[src/sv/sih_pkg.sv]
`default_nettype none
// ----------------------------------------------------------------------------
// sih_pkg - shared definitions for the sorted insert store
// Sizes, cell link type, control state codes and the height clamp.
// ----------------------------------------------------------------------------
package sih_pkg;

    localparam int DEPTH    = 1024;
    localparam int LEVELS   = 20;
    localparam int VALUE_W  = 31;
    localparam int HEIGHT_W = 5;
    localparam int POS_W    = 11;

    localparam int LANES  = 32;
    localparam int LANE_W = $clog2(LANES);
    localparam int NGRP   = (DEPTH + LANES - 1) / LANES;
    localparam int GRP_W  = (NGRP > 1) ? $clog2(NGRP) : 1;
    localparam int PAD_W  = NGRP * LANES;

    typedef struct packed {
        logic [VALUE_W-1:0]  value;
        logic [HEIGHT_W-1:0] height;
        logic                qual;
    } sih_link_t;

    typedef enum logic [1:0] {
        ST_IDLE,
        ST_SHIFT,
        ST_ENCODE,
        ST_OUT
    } sih_state_t;

    typedef struct packed {
        logic s_ready;
        logic m_valid;
        logic shift_en;
        logic capture;
        logic load_out;
    } sih_ctrl_t;

    function automatic logic [HEIGHT_W-1:0] clamp_height(input logic [HEIGHT_W-1:0] h);
        logic [HEIGHT_W-1:0] r;
        r = h;
        if (h == '0) begin
            r = HEIGHT_W'(1);
        end else if (h > HEIGHT_W'(LEVELS)) begin
            r = HEIGHT_W'(LEVELS);
        end
        return r;
    endfunction

endpackage
`default_nettype wire

[src/sv/sih_encode.sv]
`default_nettype none
// ----------------------------------------------------------------------------
// sih_encode - slot index of the insert point
// Folds the one-hot hit row into group and lane words, registers them,
// then encodes both into a slot index.
// ----------------------------------------------------------------------------
module sih_encode (
    input  wire logic                         aclk,
    input  wire logic                         capture,
    input  wire logic [sih_pkg::DEPTH-1:0]    hits,
    output logic      [sih_pkg::POS_W-1:0]    index
);
    import sih_pkg::*;

    logic [PAD_W-1:0] pad;
    logic [NGRP-1:0]  grp_or_next, grp_or_reg;
    logic [LANES-1:0] lane_or_next, lane_or_reg;
    logic [GRP_W-1:0] grp;
    logic [LANE_W-1:0] lane;

    assign pad = PAD_W'(hits);

    always_comb begin
        grp_or_next  = '0;
        lane_or_next = '0;
        for (int g = 0; g < NGRP; g++) begin
            grp_or_next[g] = |pad[g*LANES +: LANES];
            lane_or_next   = lane_or_next | pad[g*LANES +: LANES];
        end
    end

    always_ff @(posedge aclk) begin
        if (capture) begin
            grp_or_reg  <= grp_or_next;
            lane_or_reg <= lane_or_next;
        end
    end

    always_comb begin
        grp  = '0;
        lane = '0;
        for (int g = 0; g < NGRP; g++) begin
            if (grp_or_reg[g]) begin
                grp = grp | GRP_W'(g);
            end
        end
        for (int j = 0; j < LANES; j++) begin
            if (lane_or_reg[j]) begin
                lane = lane | LANE_W'(j);
            end
        end
    end

    assign index = POS_W'({grp, lane});

endmodule
`default_nettype wire

[config.mk]
export PLATFORM = sky130hd
export DESIGN_NAME = sih_encode
export DESIGN_NICKNAME = d
export VERILOG_FILES = /design/src/sv/sih_pkg.sv /design/src/sv/sih_encode.sv
export SDC_FILE = /design/constraint.sdc
export NUM_CORES = 1
export LEC_CHECK = 0
export BUFFER_PORTS_ARGS = -buffer_cell sky130_fd_sc_hd__buf_2
export CORE_AREA = 3 3 397 399
export CTS_CLUSTER_DIAMETER = 100
export DETAILED_ROUTE_END_ITERATION = 10
export DIE_AREA = 0 0 400 402
export PLACE_DENSITY_LB_ADDON = 0.25
export SLEW_MARGIN = 10
export SYNTH_ARGS = -nofsm -noshare
export SYNTH_HDL_FRONTEND = slang
export SYNTH_SLANG_ARGS = --single-unit
[constraint.sdc]
create_clock -name aclk -period 3.22 [get_ports aclk]
set_clock_uncertainty 0.1 [all_clocks]
set_input_delay 0.161 -clock aclk [delete_from_list [all_inputs] [get_ports aclk]]
set_output_delay 0.161 -clock aclk [all_outputs]
set_load 0.02 [all_outputs]
**After elaboration in Yosys (flattened, before gate mapping)**

Index checks and enable logic that the tools add are counted.
Widths: inputs -> output; s select.

- Input bits: 1,026
- Word-level logic and storage cells: 127
- Output and inout port bits: 11
- Register bits: 64

- Multiplexer cells: 62
- Reductions and logical operators: 32
- Bitwise operators: 31

Operator list:

| kind | number |
|---|---|
| $reduce_or 32->1 | 32 |
| $or 32x32->32 | 31 |
| $mux 5 | 32 |
| $mux 4 | 16 |
| $mux 3 | 8 |
| $mux 2 | 4 |
| $mux 1 | 2 |

**Longest topological paths before layout**

Gate-level depths: netlist (run 1).

- Depth in word-level cells: 31
- Gate-level depth with buffers: 3
- Depth with buffers taken out: 3

**Worst setup path after synthesis (run 1)**

OpenSTA, ideal clock, no wires.

- Path type: flip-flop to output port
- From: register lane_or_reg[27]
- To: output index[3] (netlist name)
- Cell stages (with the launch flop): 4
- Setup slack: 1,763 ps
- Required time: 2,959 ps
- Path buffers: 0
- Data arrival time: 1,196 ps
- Cells stage by stage: edfxtp_1 > or4_1 > nor2_1 > nand3_1

- Cells in the longest elaborated chain, start to end: 5

Ends and longest elaborated chain:

| item | RTL line | source |
|---|---|---|
| start: declaration | sih_encode.sv:17 | `logic [LANES-1:0] lane_or_next, lane_or_reg;` |
| start signal: assignment | sih_encode.sv:35 | `lane_or_reg <= lane_or_next;` |
| $mux 5 (5 in a row) | sih_encode.sv:48 | `if (lane_or_reg[j]) begin` |
| end: declaration | sih_encode.sv:11 | `output logic [sih_pkg::POS_W-1:0] index` |

Every way passes these cells.

**Final worst setup path (run 1)**

Ends and elaborated chain as after synthesis.

==> results of run 1 <==
==> synth_stat cells <==
library cell,n
or2_2,62
conb_1,1
nor4_1,520
buf_4,1
nand4b_1,2
edfxtp_1,62
or4_1,2
nor2_1,2
nand4_1,128
nand3_1,4
or4_4,2
==> kinds of logic after synthesis <==
logic type	count (synthesis)
other	1
AND/OR/NAND/NOR	722
buffers and inverters	1
flip-flops	62
==> final cells by class <==
| class | instances | area [sq um] |
|---|---|---|
| fill | 18300 | 139000 |
| tap | 2044 | 2560 |
| multi-input combinational | 723 | 4600 |
| timing repair buffer | 1127 | 5870 |
| clock inverter | 7 | 65.1 |
| antenna | 20 | 50.0 |
| sequential | 62 | 1860 |
| clock buffer | 9 | 225 |
==> per-stage QoR <==
step | power, mW | std cells
finish | 3.40 | 3992
global route | 3.52 | 3981
CTS | 3.43 | 3972
detailed placement | 2.43 | 3956
global placement | 2.44 | 3956
floorplan | 1.08 | 786
==> worst paths after layout <==
path                   endpoint  slack (ps)  cells past startpoint
hold / removal    grp_or_reg[9]         120                      4
setup / recovery       index[3]         650                      4
==> report_power, final <==
part           switching (mW)  internal [mW]  leakage [nW]  total [mW]
clock                   0.383          0.592         0.143       0.976
sequential             0.0494          0.929         0.625       0.978
combinational           0.883          0.561          4.86        1.44
total                    1.32           2.08          5.63        3.40
==> routing by layer <==
| layer | vias up | global-route usage | share of wire |
|---|---|---|---|
| li1 | 6067 | - | - |
| met1 | 7220 | 0.223 | 0.43 |
| met2 | 1019 | 0.307 | 0.49 |
| met3 | 172 | 0.0321 | 0.060 |
| met4 | 28 | 0.0254 | 0.019 |
| met5 | - | 0 | 0.0014 |
==> reports/metrics.cfg, run 1 <==
[grt]
grt_pass1_wl_microns = 177000
antenna_found_initial = 92
overflow = 0
first_global_vias = 15300
grtUsageTotal = 0.174
grt_max_degree = 23

[floorplanning]
coreArea_sq_um = 154000
floorplan.rows = 144
die_w_microns = 400
io_pins = 1037
die_y_microns = 402
die_area_sq_um = 161000
start_util = 0.0415

[cts]
post_cts_buffers = 0
postCtsHoldBufs = 0
post_cts_resized = 0
clock_sinks = 62
cts_tree = yes
clk_pin_slew_ps = 60
cts_buffers = 9
htreeDepth = 3
clockBufferDepth = 2
cts_root_buffer = clkbuf_16

[synth]
yosysSeqAreaShare = 0.291
synth_fa_ha_area_frac = 0
synth_xor_xnor_area_share = 0
synthCells = 786
synth_seq_cells = 62
yosysWarningCount = 0
synthSimpleGateAreaFrac = 0.707
yosys-top-cells-area = nor4_1 (51%), edfxtp_1 (29%), nand4_1 (13%), or2_2 (6.1%), or4_4 (0.35%)
synth_cell_types = 11
synth.top_cell.area_share = 0.509
synth_fp_nets = 1812
synth_top_family_by_area = simple AND/OR/NAND/NOR gates
synth_area_sq_um = 6400
synthMuxAreaShare = 0
synth_compound_gate_area_share = 0
yosysTopAreaCell = nor4_1
avgSynthCellArea_sq_um = 8.14

[timing]
fin_tns_setup_ps = 0
relSlewSlack = 0.267
layout_setup_ws_ps = 655
hold_slack_ps = 125
fin_crit_ps = 2570
rsz0062_at_grt = no
drv_slew = 0
worst_pin_slew_ps = 1090
hold_viol = 0
max_freq_mhz = 390
post-route-period-util = 0.797
setup_viol = 0

[setup_path]
cp_data_arrival_time_ps = 2300
cp-end-kind = output port
cp_top_family = simple AND/OR/NAND/NOR gates
slowest_stage = or4_1
max_stage_delay_ps = 570
crit_type = flip-flop to output port
worstPathMaxFanout = 2
worstSetupStartpointType = flip-flop
crit_chain = or4_1 -> nor2_1 -> nand3_1 -> buf_2
cp_data_required_time_ps = 2960
crit_start = lane_or_reg[27]
worst-path-buf-inv = 1

[drt]
dr.first_iter.drc_count = 1170
firstDrtPassIters = 7
wl_per_cell_microns = 37.1
vias_per_cell = 3.63
drcViolationCount = 0
vias = 14500
final_antenna_net_count = 0
routed_wl_microns = 148000

[worst_hold_path]
hold_start = hits[296]
hold_class = input pin to flip-flop

[placed_design]
pre_cts_ws_ps = 566
dp.final_hpwl_microns = 142000
postPlaceCellArea_sq_um = 14900
portBuffers = 1034
place_congestion = 1.01

[cells_and_area]
mostFrequentLayoutCells = buf_2 (1034), nor4_1 (508), nand4_1 (128)
layout_commonest_cell = buf_2
layout-drive-gt1-share = 0.632
finalNetCount = 2949
finalCoreUtilization = 0.0988
syn2layout_area_growth_pct = 138
final_cell_area_sq_um = 15200

[status]
outcome = complete, no violations

[flow_run]
drv_cap = 0

[power]
p_leak_nw = 5.63
powerDensity_nw_per_um2 = 223
vdd_drop_max_mv = 0.186

Note: power is estimated with default switching activity, not from simulation.
==> inputs of run 2 (changes only) <==
ABC_AREA = 1   (was unset)
CORE_AREA = 3 3 399 401   (was 3 3 397 399)
DIE_AREA = 0 0 402 404   (was 0 0 400 402)
clock period = 2.2 ns   (was 3.22 ns; I/O delays follow)
==> run 2 against run 1 <==
  * Combinational power rose by 79%
  * Worst setup slack got worse by 470 ps
  * Largest power group unchanged
  * Clock power rose by 37%
  * Via count grew 37%
==> reports/metrics.cfg, run 2 <==
[timing]
fin_crit_ps = 2010
drv_slew = 0
rsz0062_at_grt = no
setup_viol = 0
relSlewSlack = 0.522
worst_pin_slew_ps = 717
hold_viol = 0
fin_tns_setup_ps = 0
max_freq_mhz = 497
post-route-period-util = 0.915

[worst_hold_path]
hold_start = hits[360]
hold_class = input pin to flip-flop

[cells_and_area]
seqCellArea_sq_um = 1860
multi_input_area_sq_um = 7360
nFillCells = 18900
layout-drive-gt1-share = 0.285
layout_commonest_cell = buf_2
fin_cells = 5973
syn2layout_area_growth_pct = 68.9
mostFrequentLayoutCells = buf_2 (1034), nand2_1 (954), inv_1 (831)
finalNetCount = 4909

[synth]
synth_cell_types = 12
synth_fp_nets = 3809
ys.flop_type = edfxtp_1
synth.top_cell.area_share = 0.290
synth.most_common_cell = nand2_1
ys_top_cells_by_count = nand2_1 (954), inv_1 (831), nor2_1 (820)
synth_area_sq_um = 12400
synth_edf_count = 62
avgSynthCellArea_sq_um = 4.44
synthCells = 2783
yosysWarningCount = 0
synth_seq_cells = 62
yosysTopAreaCell = nand2_1
yosysSeqAreaShare = 0.151
yosys-top-cells-area = nand2_1 (29%), inv_1 (25%), nor2_1 (25%), edfxtp_1 (15%), nand4_1 (3.2%)
async_reset_ff_frac = 0

[power]
powerDensity_nw_per_um2 = 254
combPwrFrac = 0.487
power.internal_mw = 3.16
p_switching_mw = 2.14
vdd_drop_max_mv = 0.313
swShare = 0.404
p_seq_frac = 0.261
p_leak_nw = 12.4
power_frac_clock = 0.252

[setup_path]
cp-end-kind = output port
crit_end = index[4]
cp_data_required_time_ps = 1990
crit_start = lane_or_reg[27]
crit_type = flip-flop to output port
worstSetupStartpointType = flip-flop
worstPathMaxFanout = 2
cp_data_arrival_time_ps = 1800

[placed_design]
place_inst = 5930
place_congestion = 1.01
portBuffers = 1034
dp.final_hpwl_microns = 132000

[floorplanning]
die_area_sq_um = 162000
io_pins = 1037
floorplan.rows = 145
start_util = 0.0792
die_w_microns = 402
die_y_microns = 404
coreArea_sq_um = 156000

[grt]
first_global_vias = 20100
grtUsageTotal = 0.161
grt_pass1_wl_microns = 173000
overflow = 0
grt_max_degree = 26
antenna_found_initial = 90

[drt]
firstDrtPassIters = 5
drcViolationCount = 0
vias = 19900
routed_wl_microns = 137000
dr.first_iter.drc_count = 1348
vias_per_cell = 3.32
final_antenna_net_count = 0
wl_per_cell_microns = 23.0

[cts]
clock_sinks = 62
clk_pin_slew_ps = 70
post_cts_resized = 0
cts_buffers = 9
htreeDepth = 3
postCtsHoldBufs = 0
cts_tree = yes
post_cts_buffers = 0
cts_root_buffer = clkbuf_16
clockBufferDepth = 2

[flow_run]
drv_cap = 0

[status]
outcome = complete, no violations

-- run 2: power by group through the flow --
stage	Sequential, mW	Combinational, mW	Clock, mW
3_3_place_gp	1.41	2.60	0
6_report	1.38	2.58	1.34
2_1_floorplan	1.40	0.867	0
4_1_cts	1.38	2.60	1.40
5_1_grt	1.39	2.86	1.45
3_5_place_dp	1.41	2.59	0
-- run 2: routing by layer --
layer	part of all wire	wire length, microns	GRT usage
met5	0.0014	197	0
met4	0.022	3030	0.0313
met1	0.42	58000	0.198
met2	0.51	69600	0.296
met3	0.048	6650	0.0239
-- run 2: kinds of logic (layout without fill, tap and decap cells) --
logic type             Yosys count  after routing  share of synthesized area
AND/OR/NAND/NOR               1888           1888                      0.596
buffers and inverters          832           1937                      0.253
flip-flops                      62             62                      0.151
other                            1             28                   0.000304
-- run 2: area by class of cell --
class	instances	share of cell area
clock buffers	10	0.0110
diodes	27	0.00324
repair buffers	1090	0.269
flip-flops and latches	62	0.0892
clock inverters	6	0.00186
multi-input cells	1889	0.353
inverters	831	0.150
well taps	2058	0.123
-- run 2: worst min-delay path by stage --
| stage | end | cells after the start |
|---|---|---|
| 2_1_floorplan | grp_or_reg[10] | 0 |
| 3_3_place_gp | lane_or_reg[8] | 5 |
| 3_5_place_dp | lane_or_reg[8] | 5 |
| 4_1_cts | lane_or_reg[8] | 5 |
| 5_1_grt | lane_or_reg[8] | 5 |
| 6_report | lane_or_reg[8] | 5 |
-- run 2: metrics by stage --
stage / utilization / power, mW / instance area [sq um] / hold slack [ps] / setup WS, ps
2_1_floorplan: - / 2.26 / 12400 / 122 / 1130
3_3_place_gp: 0.132 / 4.01 / 20500 / 427 / 167
3_5_place_dp: 0.132 / 4.00 / 20500 / 423 / 139
4_1_cts: 0.133 / 5.39 / 20800 / 48.7 / 130
5_1_grt: 0.134 / 5.70 / 20800 / 93.0 / 104
6_report: 0.134 / 5.30 / 20900 / 65.8 / 187
-- run 2: critical path, stage by stage (launching register included) --
cell and delay (ps):
edfxtp_1 380, nor2_1 340, nand3_1 200, nor2_1 180, nand3_1 100, buf_2 230
