$ cat config.mk
export PLATFORM = sky130hd
export DESIGN_NAME = sih_cell
export DESIGN_NICKNAME = d
export VERILOG_FILES = /design/src/sv/sih_pkg.sv /design/src/sv/sih_cell.sv
export SDC_FILE = /design/constraint.sdc
export NUM_CORES = 1
export LEC_CHECK = 0
export ABC_AREA = 1
export BUFFER_PORTS_ARGS = -buffer_cell sky130_fd_sc_hd__buf_2
export CAP_MARGIN = 20
export CORE_ASPECT_RATIO = 0.7
export CORE_MARGIN = 2
export CORE_UTILIZATION = 34
export DETAILED_ROUTE_END_ITERATION = 6
export GPL_ROUTABILITY_DRIVEN = 0
export PLACE_DENSITY = 0.58
export SYNTH_ARGS = -nofsm -noshare
export SYNTH_HDL_FRONTEND = slang
export SYNTH_SLANG_ARGS = --single-unit
$ cat constraint.sdc
create_clock -name aclk -period 2.3 [get_ports aclk]
set_clock_uncertainty 0.2 [all_clocks]
set_input_delay 0.345 -clock aclk [delete_from_list [all_inputs] [get_ports aclk]]
set_output_delay 0.345 -clock aclk [all_outputs]
set_load 0.05 [all_outputs]
$ cat src/sv/sih_pkg.sv
`default_nettype none
// ----------------------------------------------------------------------------
// sih_pkg - shared definitions for the sorted insert store
// Sizes, cell link type, control state codes and the height clamp.
// ----------------------------------------------------------------------------
package sih_pkg;

    localparam int DEPTH    = 1024;
    localparam int LEVELS   = 20;
    localparam int VALUE_W  = 31;
    localparam int HEIGHT_W = 5;
    localparam int POS_W    = 11;

    localparam int LANES  = 32;
    localparam int LANE_W = $clog2(LANES);
    localparam int NGRP   = (DEPTH + LANES - 1) / LANES;
    localparam int GRP_W  = (NGRP > 1) ? $clog2(NGRP) : 1;
    localparam int PAD_W  = NGRP * LANES;

    typedef struct packed {
        logic [VALUE_W-1:0]  value;
        logic [HEIGHT_W-1:0] height;
        logic                qual;
    } sih_link_t;

    typedef enum logic [1:0] {
        ST_IDLE,
        ST_SHIFT,
        ST_ENCODE,
        ST_OUT
    } sih_state_t;

    typedef struct packed {
        logic s_ready;
        logic m_valid;
        logic shift_en;
        logic capture;
        logic load_out;
    } sih_ctrl_t;

    function automatic logic [HEIGHT_W-1:0] clamp_height(input logic [HEIGHT_W-1:0] h);
        logic [HEIGHT_W-1:0] r;
        r = h;
        if (h == '0) begin
            r = HEIGHT_W'(1);
        end else if (h > HEIGHT_W'(LEVELS)) begin
            r = HEIGHT_W'(LEVELS);
        end
        return r;
    endfunction

endpackage
`default_nettype wire

$ cat src/sv/sih_cell.sv
`default_nettype none
// ----------------------------------------------------------------------------
// sih_cell - one slot of the sorted store
// Compares its value with the new one, then holds, takes the new value or
// takes its left neighbor's entry.
// ----------------------------------------------------------------------------
module sih_cell (
    input  wire logic                          aclk,
    input  wire logic                          aresetn,
    input  wire logic                          shift_en,
    input  wire logic [sih_pkg::VALUE_W-1:0]   ins_value,
    input  wire logic [sih_pkg::HEIGHT_W-1:0]  ins_height,
    input  wire sih_pkg::sih_link_t            left,
    output sih_pkg::sih_link_t                 link,
    output logic                               hit
);
    import sih_pkg::*;

    logic [VALUE_W-1:0]  value_reg, value_next;
    logic [HEIGHT_W-1:0] height_reg, height_next;
    logic                qual;

    assign qual = (value_reg == '0) || (value_reg >= ins_value);
    assign hit  = qual && !left.qual;

    always_comb begin
        value_next  = value_reg;
        height_next = height_reg;
        if (shift_en && qual) begin
            if (left.qual) begin
                value_next  = left.value;
                height_next = left.height;
            end else begin
                value_next  = ins_value;
                height_next = ins_height;
            end
        end
    end

    always_ff @(posedge aclk) begin
        if (!aresetn) begin
            value_reg  <= '0;
            height_reg <= '0;
        end else begin
            value_reg  <= value_next;
            height_reg <= height_next;
        end
    end

    assign link.value  = value_reg;
    assign link.height = height_reg;
    assign link.qual   = qual;

endmodule
`default_nettype wire

### Yosys cells after proc, flatten, opt, wreduce, memory -nomap -nowiden

Cells that the tools add are included.

* register bits: 36
* output and inout port bits: 38
* logic and storage cells: 10

* magnitude comparators: 1
* mux-type cells: 2
* reduce and logical (&&, ||, !) cells: 5

Operators with widths (number)
* $ge A31 B31 Y1: 1
* $logic_not A31 Y1: 1
* $mux W31: 1
* $mux W5: 1
* $logic_and A1 B1 Y1: 2
* $logic_not A1 Y1: 1
* $logic_or A1 B1 Y1: 1

### Logic depth before layout (Yosys ltp)

Gate-level depths: netlist of run 1.

* depth in word-level cells: 3
* gate-level depth with buffers: 15
* depth with buffers taken out: 14

### Worst setup path before layout of run 1

OpenSTA, ideal clock, no wires.

* path kind: flip-flop to output port
* start: reg value_reg[0]
* end: out hit
* arrival time: 2.196 ns
* data required time: 1.755 ns
* setup slack: -0.441 ns
* cell stages (with the launch flop): 11
* buffers on the path: 0
* cell sequence: dfxtp_1 inv_2 ha_1 nand2_1 nor2_1 nand2_1 nor3_1 nand3_1 nand4_2 inv_1 nor2_1

* longest elaborated chain between the ends: 3
* elaborated cells on any way between the ends: 4
* those cells by class: order compare: 1; reduce/logical: 3

RTL lines
* start: declaration: line sih_cell.sv:19 `logic [VALUE_W-1:0] value_reg, value_next;`
* start signal: assignment: line sih_cell.sv:45 `value_reg <= value_next;`
* $ge A31 B31 Y1 or $logic_not A31 Y1 (tied branches): line sih_cell.sv:23 `assign qual = (value_reg == '0) || (value_reg >= ins_value);`
* $logic_or A1 B1 Y1 *: line sih_cell.sv:23
* named net qual: line sih_cell.sv:21 `logic qual;`
* $logic_and A1 B1 Y1 *: line sih_cell.sv:24 `assign hit = qual && !left.qual;`
* end: declaration: line sih_cell.sv:15 `output logic hit`

Mark *: on every way through the listed nets, which the timed path passes. The rest lies on a longest branch.

### Worst setup path in the final report of run 1

* start: reg value_reg[15]
* end: reg value_reg[17]

* longest elaborated chain between the ends: 3
* elaborated cells on any way between the ends: 4
* those cells by class: order compare: 1; reduce/logical: 3

RTL lines
* $ge A31 B31 Y1 or $logic_not A31 Y1 (tied branches): line sih_cell.sv:23
* $logic_or A1 B1 Y1 *: line sih_cell.sv:23
* $logic_and A1 B1 Y1 *: line sih_cell.sv:29 `if (shift_en && qual) begin`

Mark *: on every way between the ends. The rest lies on a longest branch, timed or not.
A chain may end at the register's enable or synchronous reset.

==> results of run 1 <==
==> per-layer routing <==
layer,GRT usage,vias up,wire (microns),part of all wire
met3,0.0406,12,564,0.057
li1,-,1741,-,-
met2,0.268,93,4460,0.45
met4,0.0253,0,105,0.011
met1,0.242,1522,4800,0.48
met5,0,-,0,0
==> power groups by stage <==
stage               Combinational, mW  Sequential, mW  Clock, mW
floorplan                        1.24            1.37          0
global placement                 2.20           0.893          0
detailed placement               2.22           0.900          0
CTS                              2.40           0.914      0.719
global route                     3.64           0.959      0.753
finish                           3.39           0.943      0.706
==> tightest hold or removal path, stage by stage <==
cell	delay (ns)
buf_2	0.07
nand2_1	0.04
o21ai_0	0.06
nor2_1	0.05
nor2_2	0.06
==> cell usage after synthesis, drive strengths merged <==
library cell and n:
dfxtp 36, a21o 1, buf 12, nand4 10
nor2 86, ha 31, nand2 153, o21ai 31
nor3 8, or2 1, mux2 6, a21oi 11
clkbuf 7, inv 81, nand3b 1, nand3 6
==> through the flow <==
stage / utilization / setup TNS [ns] / area [sq um] / hold slack [ns] / std cells
finish: 0.561 / -2.97 / 4710 / 0.196 / 723
global route: 0.561 / -6.51 / 4710 / 0.222 / 723
CTS: 0.480 / -0.152 / 4040 / 0.201 / 708
detailed placement: 0.433 / -2.41 / 3640 / 0.303 / 697
global placement: 0.433 / -1.91 / 3640 / 0.295 / 697
floorplan: - / 0 / 2940 / 0.381 / 481
==> final cells by class <==
cell class / count / share of cell area
flip-flops and latches: 36 / 0.160
inverters: 81 / 0.0645
well taps: 105 / 0.0279
clock buffers: 8 / 0.0311
repair buffers: 148 / 0.223
multi-input cells: 345 / 0.494
==> cell families after synthesis <==
family / synth area share
buffers and inverters: 0.159
AO/OA/AOI/OAI: 0.0756
adder cells (fa/ha/maj): 0.132
multiplexers: 0.0231
flip-flops: 0.246
AND/OR/NAND/NOR: 0.364
==> path summary, 6_finish.rpt <==
path	start	end	slack, ns	cells past startpoint
worst max-delay path	value_reg[15]$_SDFFE_PN0P_	value_reg[17]$_SDFFE_PN0P_	-0.13	13
worst min-delay path	left[32]	value_reg[26]$_SDFFE_PN0P_	0.20	5
worst max register to register	value_reg[15]$_SDFFE_PN0P_	value_reg[17]$_SDFFE_PN0P_	-0.13	13
worst min register to register	height_reg[1]$_SDFFE_PN0P_	height_reg[1]$_SDFFE_PN0P_	0.32	4
==> repair_timing <==
action / 4_1_cts / 5_1_grt
resized for setup: 31 / 109
hold endpoints to repair: 0 / 0
gates cloned: 0 / 8
setup buffers: 3 / 7
pin swaps: 8 / 26
setup endpoints to repair: 2 / 38
==> results.ini, run 1 <==
[outcome]
violations=setup timing
outcome=finished, violations left

[pwr]
seqPwrFrac=0.187
p_comb_frac=0.673
internal-power_mw=2.65
clockPowerShare=0.140
power.density_nw_per_um2=1070
p_leak_nw=2.51
p_total_mw=5.04
p_switching_mw=2.39
vdd_drop_max_mv=0.473
swShare=0.473

[clock_tree]
cts.sinks=36
cts_tree=built
cts_root_buf=clkbuf_16
clkTransAtPathRegs_ns=0.06
clock_latency_ns=0.28
numCtsBuffers=5
ctsLongestPathBuffers=2
cts_max_level=2
holdBufCountCts=0

[sta]
max_freq_ghz=0.411
worst_slack_ns=-0.131
fin_crit_sh=1.06
setup_viol=38
drv_slew=0
min_period_ns=2.43
rsz0062_at_grt=true
worst_slew_pin_slew_ns=0.881
hold_viol=0
max_slew_margin=0.413

[logic_synthesis]
synth.distinct_cells=25
avgSynthCellArea_sq_um=6.09
yosys.area.top_type=dfxtp_1
ys_top_cells_by_area=dfxtp_1, nand2_1, ha_1, nor2_1, inv_1
synth_cells=481
ys_seq_elements=36
yosysSeqAreaShare=0.246
yosys.area.top_type_share=0.246
synth_area_sq_um=2930
yosysWarningCount=0
syn_nets=588

[worst_setup_path]
max_stage_delay_ns=0.38
critPathTopFamily=simple AND/OR/NAND/NOR gates
cp_max_fo=7
crit_path_frequent_cell=buf_6
path_cells=ha_4 > nand4_1 > nor3_4 > nand3_2 > nand4_4 > buf_6 > buf_6 > nand2_8 > buf_12 > buf_16 > nand2_2 > nand2_1 > nor2_1
crit_required_ns=2.30
cp-end-kind=flip-flop
cp_slowest_cell=dfxtp_1
startpoint_type=flip-flop
critPathBufInv=4
worst-endpoint-arrival_ns=2.43
critPathKind=flip-flop to flip-flop

[floorplan]
pin_count=114
fp.dieW_microns=115
die_area_sq_um=9380
core_sq_um=8410
start_util=0.348
row_count=28
die_y_microns=81.6

[job]
cap_violations=0

[route]
drt_pass1_iterations=4
wl_per_cell_microns=13.7
via_count=3368
dr.first_iter.drc_count=127
postRouteAntennaNets=0
wirelength_microns=9930
vias_per_cell=4.66
drc=0

[final_layout]
insertedDiodeCount=0
num-nets-final=724
area_growth_pct=61.0
fillCellCount=830
drive_gt1_frac=0.453
mostFrequentLayoutCells=buf_2, nand2_1, inv_1, nor2_1, nand2_2
regArea_sq_um=753
largest_register_ffs=31
mostFrequentLayoutCell=buf_2
multiInputGateArea_sq_um=2330

[grt]
grt_overflow=0
grt_pass1_wl_microns=12900
grtUsageTotal=0.170
grt_antenna_before_repair=0
grt_pass1_vias=2780
grt_max_degree=38

[placement]
portBuffers=113
dp_slack_ns=-0.166
hpwl_microns=6000

[hold_path]
hold_class=input pin to flip-flop

(Power assumes the default switching activity.)
==> run 2, diff against run 1 <==
--- a/config.mk
+++ b/config.mk
@@ -14,6 +14,7 @@
 export DETAILED_ROUTE_END_ITERATION = 6
 export GPL_ROUTABILITY_DRIVEN = 0
 export PLACE_DENSITY = 0.58
+export SETUP_SLACK_MARGIN = 0.2
 export SYNTH_ARGS = -nofsm -noshare
 export SYNTH_HDL_FRONTEND = slang
 export SYNTH_SLANG_ARGS = --single-unit
==> results.ini, run 2 (synthesis gave the netlist of run 1 again) <==
[final_layout]
regArea_sq_um=815
drive_gt1_frac=0.400
mostFrequentLayoutCell=nand2_1
insertedDiodeCount=0
num-nets-final=719
fillCellCount=844
area_growth_pct=54.4
final_cells=718
multiInputGateArea_sq_um=2190
largest_register_ffs=31
mostFrequentLayoutCells=nand2_1, buf_2, inv_1, nor2_1, o21ai_0
final_cell_area_sq_um=4520

[pwr]
vdd_drop_max_mv=0.451
p_comb_frac=0.646
swShare=0.468
p_leak_nw=2.46
internal-power_mw=2.46
seqPwrFrac=0.211
power.density_nw_per_um2=1020
clockPowerShare=0.144
p_switching_mw=2.16

[sta]
hold_viol=0
worst_slew_pin_slew_ns=0.757
fin_crit_sh=1.04
setup_viol=16
rsz0062_at_grt=true
drv_slew=0
max_freq_ghz=0.417
worst_slack_ns=-0.0968
holdWs_ns=0.191
max_slew_margin=0.495
min_period_ns=2.40

[worst_setup_path]
cp_slowest_cell=dfxtp_4
critPathKind=flip-flop to output port
max_stage_delay_ns=0.35
cp_max_fo=3
crit_required_ns=1.75
cp-end-kind=output port
worst-endpoint-arrival_ns=1.85
startpoint_type=flip-flop
path_cells=buf_4 > nor3_1 > nand4_1 > nor2_1 > nand2_1 > nand4_4 > inv_2 > nor2_4 > buf_8

[clock_tree]
numCtsBuffers=5
holdBufCountCts=0
cts_root_buf=clkbuf_16
clock_latency_ns=0.28
cts_tree=built
cts.sinks=36
ctsLongestPathBuffers=2
cts_max_level=2
clkTransAtPathRegs_ns=0.05

[placement]
place_area_sq_um=3770
dp_cells=694
hpwl_microns=6090
portBuffers=113

[route]
wirelength_microns=8950
drt_pass1_iterations=5
wl_per_cell_microns=12.5
via_count=3247
vias_per_cell=4.52
drc=0
dr.first_iter.drc_count=191
postRouteAntennaNets=0

[floorplan]
start_util=0.348
die_area_sq_um=9380
die_y_microns=81.6
core_sq_um=8410
fp.dieW_microns=115
pin_count=114
row_count=28

[grt]
grt_overflow=0
grtUsageTotal=0.175
grt_pass1_vias=2919
grt_max_degree=37
grt_antenna_before_repair=0
grt_pass1_wl_microns=13000

[job]
cap_violations=0

[outcome]
outcome=finished, violations left
violations=setup timing

[hold_path]
hold_class=input pin to flip-flop

## run 2: cell count changes in the layout (fill, tap and decap cells not counted), sizes merged
cell    previous run  this run
clkbuf            14        10
buf              142       139
clkinv             0         1
nand2            153       154
## run 2: per-layer routing
metal  track usage  part of all wire  vias up
met5             0                 0        -
met4        0.0446             0.012        0
met3        0.0303             0.047        8
met2         0.281              0.42       95
met1         0.244              0.52     1409
li1              -                 -     1735
## run 2: worst max-delay path: cells and delay by family, from the launching register on
kind | cells | cell delay (ns)
AND/OR/NAND/NOR | 6 | 0.89
buffers and inverters | 3 | 0.34
flip-flops | 1 | 0.35
## run 2: per-stage QoR
| step | power, mW | setup slack, ns | setup TNS, ns | utilization |
|---|---|---|---|---|
| after CTS | 4.12 | -0.169 | -0.477 | 0.490 |
| after detailed placement | 3.22 | -0.165 | -2.30 | 0.448 |
| after global routing | 4.99 | -0.166 | -3.71 | 0.538 |
| after global placement | 3.18 | -0.164 | -0.826 | 0.448 |
| final | 4.62 | -0.0968 | -0.384 | 0.538 |
| after floorplan | 2.69 | 0.176 | 0 | - |
## run 2: power groups by stage
stage | registers [mW] | logic (mW) | clock network [mW]
4_1_cts | 0.952 | 2.48 | 0.686
5_1_grt | 0.990 | 3.28 | 0.713
3_5_place_dp | 0.954 | 2.26 | 0
3_3_place_gp | 0.951 | 2.23 | 0
2_1_floorplan | 1.43 | 1.26 | 0
6_report | 0.973 | 2.98 | 0.664
## run 2: repair_timing
| item | in CTS | in global routing |
|---|---|---|
| gates resized for setup | 17 | 44 |
| pin swaps | 9 | 12 |
| gates cloned | 1 | 5 |
| endpoints found under the setup margin | 38 | 38 |
| hold endpoints to repair | 0 | 0 |
| setup buffers | 5 | 5 |
## run 2: path summary, 6_finish.rpt
check                           slack (ns)                  startpoint                         end  cells after the start
worst max-delay path                  -0.1  value_reg[13]$_SDFFE_PN0P_                         hit                      9
worst min-delay path                  0.19                    left[17]  value_reg[11]$_SDFFE_PN0P_                      5
worst max register to register       -0.04  value_reg[22]$_SDFFE_PN0P_  height_reg[4]$_SDFFE_PN0P_                     14
worst min register to register        0.31  height_reg[3]$_SDFFE_PN0P_  height_reg[3]$_SDFFE_PN0P_                      4
## run 2: area by class of cell
type                       instances  share of cell area
clock inverter                     1             0.00111
tap                              105              0.0291
sequential                        36               0.180
timing repair buffer             142               0.207
clock buffer                       7              0.0293
multi-input combinational        346               0.485
inverter                          81              0.0678
